<file path="config.mk">
export PLATFORM = sky130hd
export DESIGN_NAME = pfts_cell
export DESIGN_NICKNAME = d
export VERILOG_FILES = /design/src/rtl/core/pfts_pkg.sv /design/src/rtl/core/pfts_cell.sv
export SDC_FILE = /design/constraint.sdc
export NUM_CORES = 1
export LEC_CHECK = 0
export BUFFER_PORTS_ARGS = -buffer_cell sky130_fd_sc_hd__buf_2
export CAP_MARGIN = 10
export CORE_AREA = 5 5 153 155
export CTS_BUF_LIST = sky130_fd_sc_hd__clkbuf_8 sky130_fd_sc_hd__clkbuf_16
export DETAILED_ROUTE_END_ITERATION = 8
export DIE_AREA = 0 0 158 160
export PLACE_DENSITY = 0.81
export REMOVE_ABC_BUFFERS = 1
export SYNTH_ARGS = -nofsm -noshare
export SYNTH_HDL_FRONTEND = slang
export SYNTH_SLANG_ARGS = --single-unit
</file>
<file path="constraint.sdc">
create_clock -name clk -period 6.9 [get_ports clk]
set_clock_uncertainty 0.15 [all_clocks]
set_input_delay 2.07 -clock clk [delete_from_list [all_inputs] [get_ports clk]]
set_output_delay 2.07 -clock clk [all_outputs]
set_load 0.005 [all_outputs]
</file>
<file path="src/rtl/core/pfts_pkg.sv">
// Package for the page frame table: shared types, codes and constants.
// Used by pfts_cell and page_frame_table_with_replacement_top.
`default_nettype none
package pfts_pkg;

    localparam int NUM_FRAMES_DEF = 16;
    localparam int IDX_W          = 6;
    localparam int PAGE_W         = 31;
    localparam int STAMP_W        = 32;
    localparam int PIN_W          = 8;
    localparam int CNT_W          = 32;
    localparam int MAX_OUT        = 16;
    localparam logic [PIN_W-1:0] PIN_MAX = '1;

    typedef enum logic [2:0] {
        ACT_PIN   = 3'd0,
        ACT_UNPIN = 3'd1,
        ACT_DIRTY = 3'd2,
        ACT_FLUSH = 3'd3,
        ACT_FORCE = 3'd4
    } action_t;

    typedef enum logic [1:0] {
        ST_OK         = 2'd0,
        ST_ABSENT     = 2'd1,
        ST_ALL_PINNED = 2'd2,
        ST_UNDERFLOW  = 2'd3
    } status_t;

    typedef enum logic [1:0] {
        FSM_IDLE,
        FSM_SCAN,
        FSM_DECIDE,
        FSM_OUT
    } fsm_t;

    typedef enum logic [2:0] {
        CMD_NONE,
        CMD_LOAD,
        CMD_HIT,
        CMD_PIN_DEC,
        CMD_DIRTY_SET,
        CMD_DIRTY_CLR
    } cmd_kind_t;

    typedef struct packed {
        logic [2:0]        action;
        logic [PAGE_W-1:0] page_num;
    } in_item_t;

    typedef struct packed {
        logic [1:0]        status;
        logic [3:0]        frame_index;
        logic              hit;
        logic              write_back;
        logic [PAGE_W-1:0] write_page;
        logic              load;
        logic [CNT_W-1:0]  read_count;
        logic [CNT_W-1:0]  write_count;
        logic              last;
    } out_item_t;

    // Search packet that travels along the row of frame cells.
    typedef struct packed {
        logic [PAGE_W-1:0]  page;
        logic               match_found;
        logic [IDX_W-1:0]   match_idx;
        logic [PIN_W-1:0]   match_pin;
        logic               empty_found;
        logic [IDX_W-1:0]   empty_idx;
        logic               vic_found;
        logic [IDX_W-1:0]   vic_idx;
        logic [STAMP_W-1:0] vic_stamp;
        logic               vic_dirty;
        logic [PAGE_W-1:0]  vic_page;
        logic               fl_found;
        logic [IDX_W-1:0]   fl_idx;
        logic [PAGE_W-1:0]  fl_page;
        logic               fl_second;
    } scan_pkt_t;

    // Update broadcast to all cells; only the addressed cell acts on it.
    typedef struct packed {
        cmd_kind_t          kind;
        logic [IDX_W-1:0]   idx;
        logic [PAGE_W-1:0]  page;
        logic [STAMP_W-1:0] stamp;
        logic               stamp_en;
    } cell_cmd_t;

endpackage
`default_nettype wire

</file>
<file path="src/rtl/core/pfts_cell.sv">
// One frame of the page frame table: holds the frame state and folds it
// into the search packet passing by. Depends on pfts_pkg.
`default_nettype none
module pfts_cell #(
    parameter int CELL_IDX = 0
) (
    input  wire                  clk,
    input  wire                  rst_n,
    input  pfts_pkg::scan_pkt_t  pkt_in,
    output pfts_pkg::scan_pkt_t  pkt_out,
    input  pfts_pkg::cell_cmd_t  cmd
);

    localparam logic [pfts_pkg::IDX_W-1:0] MY_IDX = pfts_pkg::IDX_W'(CELL_IDX);

    logic                            valid_reg;
    logic                            dirty_reg;
    logic [pfts_pkg::PIN_W-1:0]      pin_reg;
    logic [pfts_pkg::PAGE_W-1:0]     page_reg;
    logic [pfts_pkg::STAMP_W-1:0]    stamp_reg;
    pfts_pkg::scan_pkt_t             pkt_next;
    pfts_pkg::scan_pkt_t             pkt_reg;
    logic                            sel;

    assign sel = (cmd.idx == MY_IDX);

    always_ff @(posedge clk or negedge rst_n)
    begin
        if (!rst_n)
        begin
            valid_reg <= 1'b0;
            dirty_reg <= 1'b0;
            pin_reg   <= '0;
        end
        else if (sel)
        begin
            case (cmd.kind)
                pfts_pkg::CMD_LOAD:
                begin
                    valid_reg <= 1'b1;
                    dirty_reg <= 1'b0;
                    pin_reg   <= pfts_pkg::PIN_W'(1);
                end
                pfts_pkg::CMD_HIT:
                begin
                    if (pin_reg != pfts_pkg::PIN_MAX)
                    begin
                        pin_reg <= pin_reg + pfts_pkg::PIN_W'(1);
                    end
                end
                pfts_pkg::CMD_PIN_DEC:   pin_reg   <= pin_reg - pfts_pkg::PIN_W'(1);
                pfts_pkg::CMD_DIRTY_SET: dirty_reg <= 1'b1;
                pfts_pkg::CMD_DIRTY_CLR: dirty_reg <= 1'b0;
                default:                 ;
            endcase
        end
    end

    // Page and stamp carry no reset; the victim check reads them even for empty frames.
    always_ff @(posedge clk)
    begin
        if (sel && cmd.kind == pfts_pkg::CMD_LOAD)
        begin
            page_reg <= cmd.page;
        end
        if (sel && (cmd.kind == pfts_pkg::CMD_LOAD ||
                    (cmd.kind == pfts_pkg::CMD_HIT && cmd.stamp_en)))
        begin
            stamp_reg <= cmd.stamp;
        end
    end

    always_comb
    begin
        pkt_next = pkt_in;
        if (valid_reg && page_reg == pkt_in.page && !pkt_in.match_found)
        begin
            pkt_next.match_found = 1'b1;
            pkt_next.match_idx   = MY_IDX;
            pkt_next.match_pin   = pin_reg;
        end
        if (!valid_reg && !pkt_in.empty_found)
        begin
            pkt_next.empty_found = 1'b1;
            pkt_next.empty_idx   = MY_IDX;
        end
        // Strict compare keeps the lowest index on equal stamps.
        if (pin_reg == '0 && (!pkt_in.vic_found || stamp_reg < pkt_in.vic_stamp))
        begin
            pkt_next.vic_found = 1'b1;
            pkt_next.vic_idx   = MY_IDX;
            pkt_next.vic_stamp = stamp_reg;
            pkt_next.vic_dirty = dirty_reg;
            pkt_next.vic_page  = page_reg;
        end
        if (valid_reg && dirty_reg && pin_reg == '0)
        begin
            if (!pkt_in.fl_found)
            begin
                pkt_next.fl_found = 1'b1;
                pkt_next.fl_idx   = MY_IDX;
                pkt_next.fl_page  = page_reg;
            end
            else
            begin
                pkt_next.fl_second = 1'b1;
            end
        end
    end

    always_ff @(posedge clk)
    begin
        pkt_reg <= pkt_next;
    end

    assign pkt_out = pkt_reg;

endmodule
`default_nettype wire
</file>
Yosys cells after proc, flatten, opt, wreduce, memory -nomap -nowiden --
Cells that the tools add are included.
Storage, ports and cells: RAM bits 0, output and inout port bits 163, logic and storage cells 62, input port bits 238, bits in registers 236, memories 0, bits in read-only memories 0, latch bits 0
Cells by class: eq/ne operators 8, reduce and logical (&&, ||, !) cells 23, muxes and demuxes 8, add/sub/neg operators 2, order comparisons 1, multipliers 0, bitwise logic cells 0, shift-type cells 0, divide/modulo/power cells 0
Operators by type and width (number):
- $mux W64 | 1
- $mux W39 | 1
- $mux W37 | 1
- $lt A32 B32 Y1 | 1
- $eq A31 B31 Y1 | 1
- $pmux W8 S3 | 1
- $mux W8 | 2
- $logic_and A1 B1 Y1 | 9
- $add A8 B1 Y8 const B | 1
- $logic_not A8 Y1 | 1
- $ne A8 B8 Y1 const B | 1
- $sub A8 B1 Y8 const B | 1
- $eq A3 B2 Y1 const B | 2
- $eq A3 B3 Y1 const B | 2
- $logic_not A6 Y1 | 1
- $logic_not A1 Y1 | 4
- $reduce_and A2 Y1 | 2
- $eq A3 B1 Y1 const B | 1
- $reduce_and A3 Y1 | 1
- $reduce_bool A3 Y1 | 1
- $logic_or A1 B1 Y1 | 2
- $ne A2 B2 Y1 const B | 1
- $pmux W1 S2 | 1
- $reduce_bool A2 Y1 | 1
- other kinds (2) | 2

Longest topological paths before layout --
Gate-level depths: netlist of the first run.
word-level depth 4, gate-level depth with buffers 9, depth with buffers taken out 9

Worst setup path after synthesis of the first run --
OpenSTA, ideal clock, no wires.
kind in2reg, start point input cmd[65] (netlist name), end point register stamp_reg[0] (netlist name), enable pin, setup time 0.432 ns, stages on the path 3, buffers on the path 0, arrival 4.250 ns, setup slack 2.068 ns, cells stage by stage nor4_1 -> nand3b_1 -> a21oi_1
On the way: longest elaborated chain between the ends 2
Ends and longest elaborated chain:
- from (decl) | RTL line pfts_cell.sv:11 | input pfts_pkg::cell_cmd_t cmd
- $logic_not A6 Y1 | RTL line pfts_cell.sv:25 | assign sel = (cmd.idx == MY_IDX);
- $logic_and A1 B1 Y1 | RTL line pfts_cell.sv:66 | if (sel && (cmd.kind == pfts_pkg::CMD_LOAD ||
- to (signal assigned) | RTL line pfts_cell.sv:69 | stamp_reg <= cmd.stamp;
- to (decl) | RTL line pfts_cell.sv:20 | logic [pfts_pkg::STAMP_W-1:0] stamp_reg;
No other way between the ends. A chain may end at the register's enable or synchronous reset.

==> run metrics, run 1 <==
DRC viols=0; Slew Viols, Final=0; Wirelength per Cell=around 19 um; Cell variety after synth=46; data required time of the critical path=between 7000 and 8000 ps; class of the tightest hold or removal check=flip-flop to flip-flop; number of cells in the finished layout apart from fillers=1333; maximum clock frequency=between 200 and 250 MHz; clock tree from TritonCTS=built; Horiz. Die Dim=between 150 and 200 um; cell chain of the critical path=buf_2 -> inv_1 -> ha_1 -> a221oi_1 -> o21ai_0 -> a211oi_1 -> o21ai_0 -> a31oi_4 -> buf_4 -> mux2_2; overall die area=roughly 25000 um2; number of global-route vias before repair=6641; DP HPWL=19300 um; endpoint arrival time on the critical path=~4600 ps; fraction of post-synthesis cell area in the top cell type by area=0.3832; largest family of logic cells by synthesized area=multiplexers; total of max-cap violations=0; via total after detailed routing=6244; total power of the final layout=around 3400 uW; post-CTS resize count=0; Syn Std Cell Area=between 8000 and 9000 um2; final cycle utilization of the critical path=0.6285; aggregate routed wire length=about 25000 um; most frequent standard cell in the layout excluding fill and tap cells=buf_2; Synth-to-Final Area Change=36.36%; IO Pins=between 400 and 500; endpoints failing hold=0; EDFF count, synth=63; outcome=completed; synthesized flop and latch total=236; Max IR drop VDD=around 160 uV; proportion of register bits with asynchronous set or reset after synthesis=0.04237; critical setup path kind=input pin to flip-flop; Adder-Cell Fraction of Synth Area=0.05672; sequential element share of the synthesized area=0.6348; slowest cell on the critical path=buf_4; share of final-layout standard cells stronger than drive strength 1=0.5257; clk sinks=236; most used cells in the layout excluding fill and tap cells=400 x buf_2, 163 x dfxtp_1, 104 x mux2_2; shortest period the worst path allows=4336 ps; violation count after the first detailed-route iteration=around 180; power density over the cells=between 200 and 300 nW/um2; largest incremental delay on the critical path=around 480 ps; number of placed cells counting well taps=roughly 1300; leading cell types by total area after synthesis=dfxtp_1 38%, edfxtp_1 22%, mux2_2 14%, ha_1 5.4%, dfrtp_1 2.9%; critical-path maximum fanout=36; post-synthesis instance total=between 600 and 700; flip-flop count of the largest register, all copies and words added=163; gate family responsible for the most delay along the worst path=compound AO/OA/AOI/OAI gates; site row count=between 50 and 60; H-tree depth=1; clock root buffer=clkbuf_16; dominant cell type by area after synthesis=dfxtp_1; later-pin clock latency in the skew report=520 ps; total negative slack=0 ps; cell occurring most often along the worst timing path=o21ai_0; unrepaired setup endpoints after global routing=false; residual antenna-violating net count after detailed routing=0; final layout net count=1309; clock buffer count from CTS=25; Slew headroom=0.2225; critical path capture point type=flip-flop; Synthesis Warnings=0; worst slew pin tran=roughly 1200 ps; global-route usage over all layers=0.1826; post-detailed-route via-to-cell ratio=4.684; Leak=0.005332 uW; I/O Buffers=400; WP buf/inv=3; critical path launch point type=input pin; total setup violations reported at the end of the flow=0; Worst-path clk slew=around 60 ps; first-pass GRT wire length=35970 um; xor and xnor fraction of the mapped netlist area=0.03703; number of iterations in the first detailed-routing pass=4; cts-stage hold buffer count=0; Post-Synthesis Mean Instance Area=between 10 and 15 um2; ys flop type=dfxtp_1; buffer count from post-CTS setup fixing=0; multiplexer share of the synthesized area=0.1375; Max Buffers Root-to-Sink=3; routability-driven placement congestion ratio=approximately 0.83; fraction of the mapped netlist area in compound gates=0.03688; initial core utilization=0.3926; number of antenna violations at the first check in global routing=2; remaining global-route overflow=0; standard cell core area=21690 um2; Synth Area in Simple Gates=0.06965; largest net degree at the start of global routing=37; Die Height=approximately 160 um
-- layout make-up --
cell class	instances	area, um2
Clock inverter	13	63.81
Inverter	34	127.6
Tap cell	280	350.3
Multi-Input combinational cell	333	2900
Timing Repair Buffer	403	2024
Clock buffer	33	735.7
Antenna cell	1	2.502
Sequential cell	236	5405
Fill cell	1863	10080
-- power by group --
| group | internal, uW | total (uW) | switching (uW) | leakage, uW |
|---|---|---|---|---|
| logic | 304 | 563 | 259 | 0.00283 |
| clock network | 745 | 1280 | 531 | 0.000427 |
| registers | 1570 | 1610 | 44.5 | 0.00207 |
-- worst register-to-register path, stage by stage (launching register included) --
cell and delay, ps:
edfxtp_1 400, ha_1 320, a221oi_1 280, o21ai_0 130, a211oi_1 240, o21ai_0 270, a31oi_4 240, buf_4 480
mux2_2 430
-- cell usage after synthesis (2+ instances only) --
cell,n
nand2_1,22
o21bai_1,2
nor3_1,2
dfrtp_1,10
xnor2_1,23
nor4_1,7
nand3_1,3
nor2_1,16
and2_1,7
xor2_1,13
dfxtp_1,163
edfxtp_1,63
nor2b_1,23
a211oi_1,2
inv_1,34
nand3b_1,4
buf_2,3
mux2_2,104
clkbuf_1,2
ha_1,37
nand2b_1,7
buf_6,7
nand4_1,10
o31ai_1,5
a21oi_1,17
a31oi_1,2
o21ai_0,9
-- per-layer routing --
| metal | global-route usage | routed length, um |
|---|---|---|
| met5 | 0 | 13 |
| met4 | 0.06786 | 906 |
| met3 | 0.04763 | 2192 |
| met2 | 0.3322 | 12530 |
| met1 | 0.2021 | 9117 |
-- worst paths after layout --
path | start | endpoint | slack, ps | cells after the start
max in group asynchronous | rst_n | dirty_reg | 5100 | 1
worst min-delay path | stamp_reg[14] | pkt_out[85] | 340 | 1
worst min register to register | stamp_reg[14] | pkt_out[85] | 340 | 1
worst max register to register | stamp_reg[15] | pkt_out[82] | 3850 | 8
min in group asynchronous | rst_n | pin_reg[4] | 1280 | 1
worst max-delay path | pkt_in[86] | pkt_out[82] | 2560 | 10
-- kinds of logic (layout without fill, tap and decap cells) --
kind of cell / after synthesis / count (layout)
AO/OA/AOI/OAI: 47 / 47
XOR/XNOR: 36 / 36
adder cells (fa/ha/maj): 38 / 38
buffers and inverters: 47 / 483
flip-flops: 236 / 236
multiplexers: 104 / 104
other: 0 / 1
AND/OR/NAND/NOR: 108 / 108
-- per-stage QoR --
stage / utilization / hold WS (ps) / worst slack, ps / area, um2
6_report: 0.5353 / 343.8 / 2564 / 11610
5_1_grt: 0.5353 / 374.6 / 2486 / 11610
4_1_cts: 0.5352 / 352.2 / 2611 / 11610
3_5_place_dp: 0.4983 / 341.2 / 2057 / 10810
3_3_place_gp: 0.4983 / 329.9 / 2127 / 10810
2_1_floorplan: - / 325.8 / 1807 / 8409
(Power assumes the default switching activity.)
==> run 2, diff against run 1 <==
--- a/config.mk
+++ b/config.mk
@@ -5,13 +5,14 @@
 export SDC_FILE = /design/constraint.sdc
 export NUM_CORES = 1
 export LEC_CHECK = 0
+export ABC_AREA = 1
 export BUFFER_PORTS_ARGS = -buffer_cell sky130_fd_sc_hd__buf_2
 export CAP_MARGIN = 10
-export CORE_AREA = 5 5 153 155
+export CORE_MARGIN = 5
+export CORE_UTILIZATION = 42
 export CTS_BUF_LIST = sky130_fd_sc_hd__clkbuf_8 sky130_fd_sc_hd__clkbuf_16
 export DETAILED_ROUTE_END_ITERATION = 8
-export DIE_AREA = 0 0 158 160
-export PLACE_DENSITY = 0.81
+export PLACE_DENSITY = 0.88
 export REMOVE_ABC_BUFFERS = 1
 export SYNTH_ARGS = -nofsm -noshare
 export SYNTH_HDL_FRONTEND = slang
==> constraint.sdc (replaced) <==
create_clock -name clk -period 3.8 [get_ports clk]
set_clock_uncertainty 0.15 [all_clocks]
set_input_delay 1.14 -clock clk [delete_from_list [all_inputs] [get_ports clk]]
set_output_delay 1.14 -clock clk [all_outputs]
set_load 0.005 [all_outputs]
==> run 2 against run 1 <==
Against the previous run:
- routed wire length is 15% higher
- first-iteration DRC count rose to 2.6 times the previous value
- clock-buffer cell count is 2 lower
- synthesized cell count grew 40%
- hold slack got worse by 18 ps
- sequential share of layout area shrank 0.96 points
- combinational power decreased by 5.0%
- global-route usage increased by 4.3 points
==> run metrics, run 2 <==
outcome=completed; maximum clock frequency=328.2 MHz; cell internal power dissipation=4317 uW (+65%); utilization of the core after routing=0.5821 (+0.04678); IO Pins=401 (unchanged); Cell variety after synth=38 (-17%); sequential cell fraction of total power=0.484 (+0.017); total setup violations reported at the end of the flow=0 (unchanged); critical setup path kind=input pin to flip-flop; endpoint arrival time on the critical path=3340 ps (-1250 ps); synthesized flop and latch total=236 (unchanged); startpoint of the worst register-to-register path=stamp_reg[15]; power density over the cells=475.8 nW/um2 (+60%); final layout net count=1547 (+18%); class of the tightest hold or removal check=input pin to async pin; total power of the final layout=5640 uW (+64%); unrepaired setup endpoints after global routing=false; first-pass GRT wire length=43200 um (+20%); Wirelength per Cell=18.18 um (-2.1%); I/O Buffers=400 (unchanged); violation count after the first detailed-route iteration=469 (+160%); Die Height=154.1 um (-3.7%); clock root buffer=clkbuf_16; post-synthesis instance total=860 (+40%); final cycle utilization of the critical path=0.8019; flip-flop count of the largest register, all copies and words added=163 (unchanged); standard cell core area=20360 um2 (-6.1%); clock power share=0.421 (+0.051); Worst-path clk slew=60 ps (about the same); dominant cell type by area after synthesis=dfxtp_1; largest net degree at the start of global routing=71 (+92%); overall die area=23740 um2 (-6.1%); most used cells in the layout excluding fill and tap cells=400 x buf_2, 207 x nand2_1, 163 x dfxtp_1; Slew headroom=0.4737 (+0.2512); residual antenna-violating net count after detailed routing=0 (unchanged); EDFF count, synth=63 (unchanged); ys flop type=dfxtp_1; buffer count from post-CTS setup fixing=0 (unchanged); Syn Std Cell Area=8718 um2 (+2.4%); cell occurring most often along the worst timing path=nand2_1; endpoints failing hold=0 (unchanged); fraction of post-synthesis cell area in the top cell type by area=0.3743 (-0.008965); total of max-cap violations=0 (unchanged); number of antenna violations at the first check in global routing=4 (+2); Slew Viols, Final=0 (unchanged); number of global-route vias before repair=8212 (+24%); Max IR drop VDD=384.4 uV (+130%); Comb pwr share=0.095 (-0.068); share of final-layout standard cells stronger than drive strength 1=0.3659 (-0.1598); DRC viols=0 (unchanged); DP HPWL=21240 um (+10%); power spent charging and discharging nets=1324 uW (+59%); clock tree from TritonCTS=built; Post-Synthesis Mean Instance Area=10.14 um2 (-27%); aggregate routed wire length=28380 um (+15%); slowest cell on the critical path=buf_4; H-tree depth=1 (unchanged); net switching share of the total power=0.2347 (-0.007412); remaining global-route overflow=0 (unchanged); Synth-to-Final Area Change=35.96%; cell with the most instances after synthesis=nand2_1; critical path launch point type=input pin; later-pin clock latency in the skew report=520 ps (about the same); clock buffer count from CTS=25 (unchanged); cell chain of the critical path=buf_2 -> inv_1 -> ha_1 -> nand2_1 -> inv_1 -> nand3_1 -> nor3_1 -> nand2_1 -> nand2_1 -> nand2_1 -> nand2_1 -> nand2_2 -> nand2_2 -> buf_4 -> nand2_1 -> nand2_1; critical path capture point type=flip-flop; leading cell types by total area after synthesis=dfxtp_1 37%, edfxtp_1 22%, nand2_1 9.0%, ha_1 5.3%, nand3_1 4.1%; global-route usage over all layers=0.2259 (+0.04334); total negative slack=0 ps (unchanged); cts-stage hold buffer count=0 (unchanged); number of iterations in the first detailed-routing pass=5 (+1); WP buf/inv=4 (+1); initial core utilization=0.4281 (+0.03553); data required time of the critical path=4100 ps (-3050 ps); commonest cells in the synthesized netlist=209 x nand2_1, 163 x dfxtp_1, 96 x inv_1; site row count=52 (-3.7%); gate family responsible for the most delay along the worst path=simple AND/OR/NAND/NOR gates; proportion of register bits with asynchronous set or reset after synthesis=0.04237 (unchanged); clk sinks=236 (unchanged); Leak=0.006057 uW (+14%); routability-driven placement congestion ratio=0.8786 (+6.1%); largest incremental delay on the critical path=590 ps (+110 ps); most frequent standard cell in the layout excluding fill and tap cells=buf_2; Horiz. Die Dim=154.1 um (-2.5%); via total after detailed routing=7778 (+25%); Synthesis Warnings=0 (unchanged); shortest period the worst path allows=around 3000 ps; worst slew pin tran=789.4 ps (-374.1 ps); number of fill cells in the layout=1632 (-12%); sequential element share of the synthesized area=0.6200 (-0.01485); critical-path maximum fanout=64 (+78%); origin of the worst setup path=pkt_in[86]; post-detailed-route via-to-cell ratio=4.983 (+6.4%); Max Buffers Root-to-Sink=3 (unchanged); post-CTS resize count=0 (unchanged)
## run 2: changes by cell type after synthesis, moves of 13 or more
cell / delta
inv_1: +62
clkbuf_1: +13
o21ai_0: +15
xnor2_1: -19
mux2_2: -97
nor2b_1: -23
mux2_1: +24
nand2_1: +187
nor2_1: +21
nand3_1: +69
## run 2: kinds of logic after synthesis
family	count (synthesis)	share of synthesized area
and+or+nand+nor	345	0.1685
DFF	236	0.6200
buffers and inverters	127	0.05683
AOI/OAI and AO/OA	70	0.04621
adders and majority gates	38	0.05540
muxes	31	0.04004
xor gates and xnor gates	13	0.01306
## run 2: layout make-up
cell class | instances | area (um2) | area share
flip-flops and latches | 236 | 5405 | 0.4560
multi-input cells | 497 | 2829 | 0.2387
clock inverters | 15 | 87.58 | 0.007389
clock buffers | 31 | 730.7 | 0.06164
well taps | 270 | 337.8 | 0.02850
repair buffers | 408 | 2074 | 0.1750
inverters | 103 | 386.6 | 0.03262
diodes | 1 | 2.502 | 0.0002111
## run 2: worst paths after layout
check                      depth (start not counted)     endpoint  slack (ps)
max                                               16  pkt_out[79]         750
max in group asynchronous                          1   pin_reg[3]        2960
max reg2reg                                       14  pkt_out[79]        1100
min in group clk                                   2  pkt_out[75]         370
min                                                1   pin_reg[7]         330
min reg2reg                                        2  pkt_out[75]         370
## run 2: layer usage
metal | wire (um) | global-route usage | share of wire | vias up
met5 | 26 | 0 | 0.00092 | -
met4 | 850 | 0.07780 | 0.030 | 6
met3 | 2850 | 0.05284 | 0.10 | 69
met2 | 14600 | 0.4070 | 0.51 | 441
met1 | 10050 | 0.2628 | 0.35 | 3616
li1 | - | - | - | 3646
## run 2: power groups by stage
stage / combinational (uW) / sequential (uW) / clock, uW
6_report: 535 / 2730 / 2370
5_1_grt: 593 / 2740 / 2520
4_1_cts: 536 / 2730 / 2400
3_5_place_dp: 526 / 2780 / 0
3_3_place_gp: 509 / 2780 / 0
2_1_floorplan: 212 / 2790 / 0
## run 2: stage by stage
stage | hold WS, ps | std cells | instance area (um2) | worst slack (ps)
floorplan | 321.1 | 836 | 8610 | -2091
global placement | 330.8 | 1514 | 11030 | 395.7
detailed placement | 346.2 | 1514 | 11030 | 305.5
CTS | 299.2 | 1560 | 11850 | 791.2
global route | 314.4 | 1561 | 11850 | 521.6
finish | 325.7 | 1561 | 11850 | 752.8
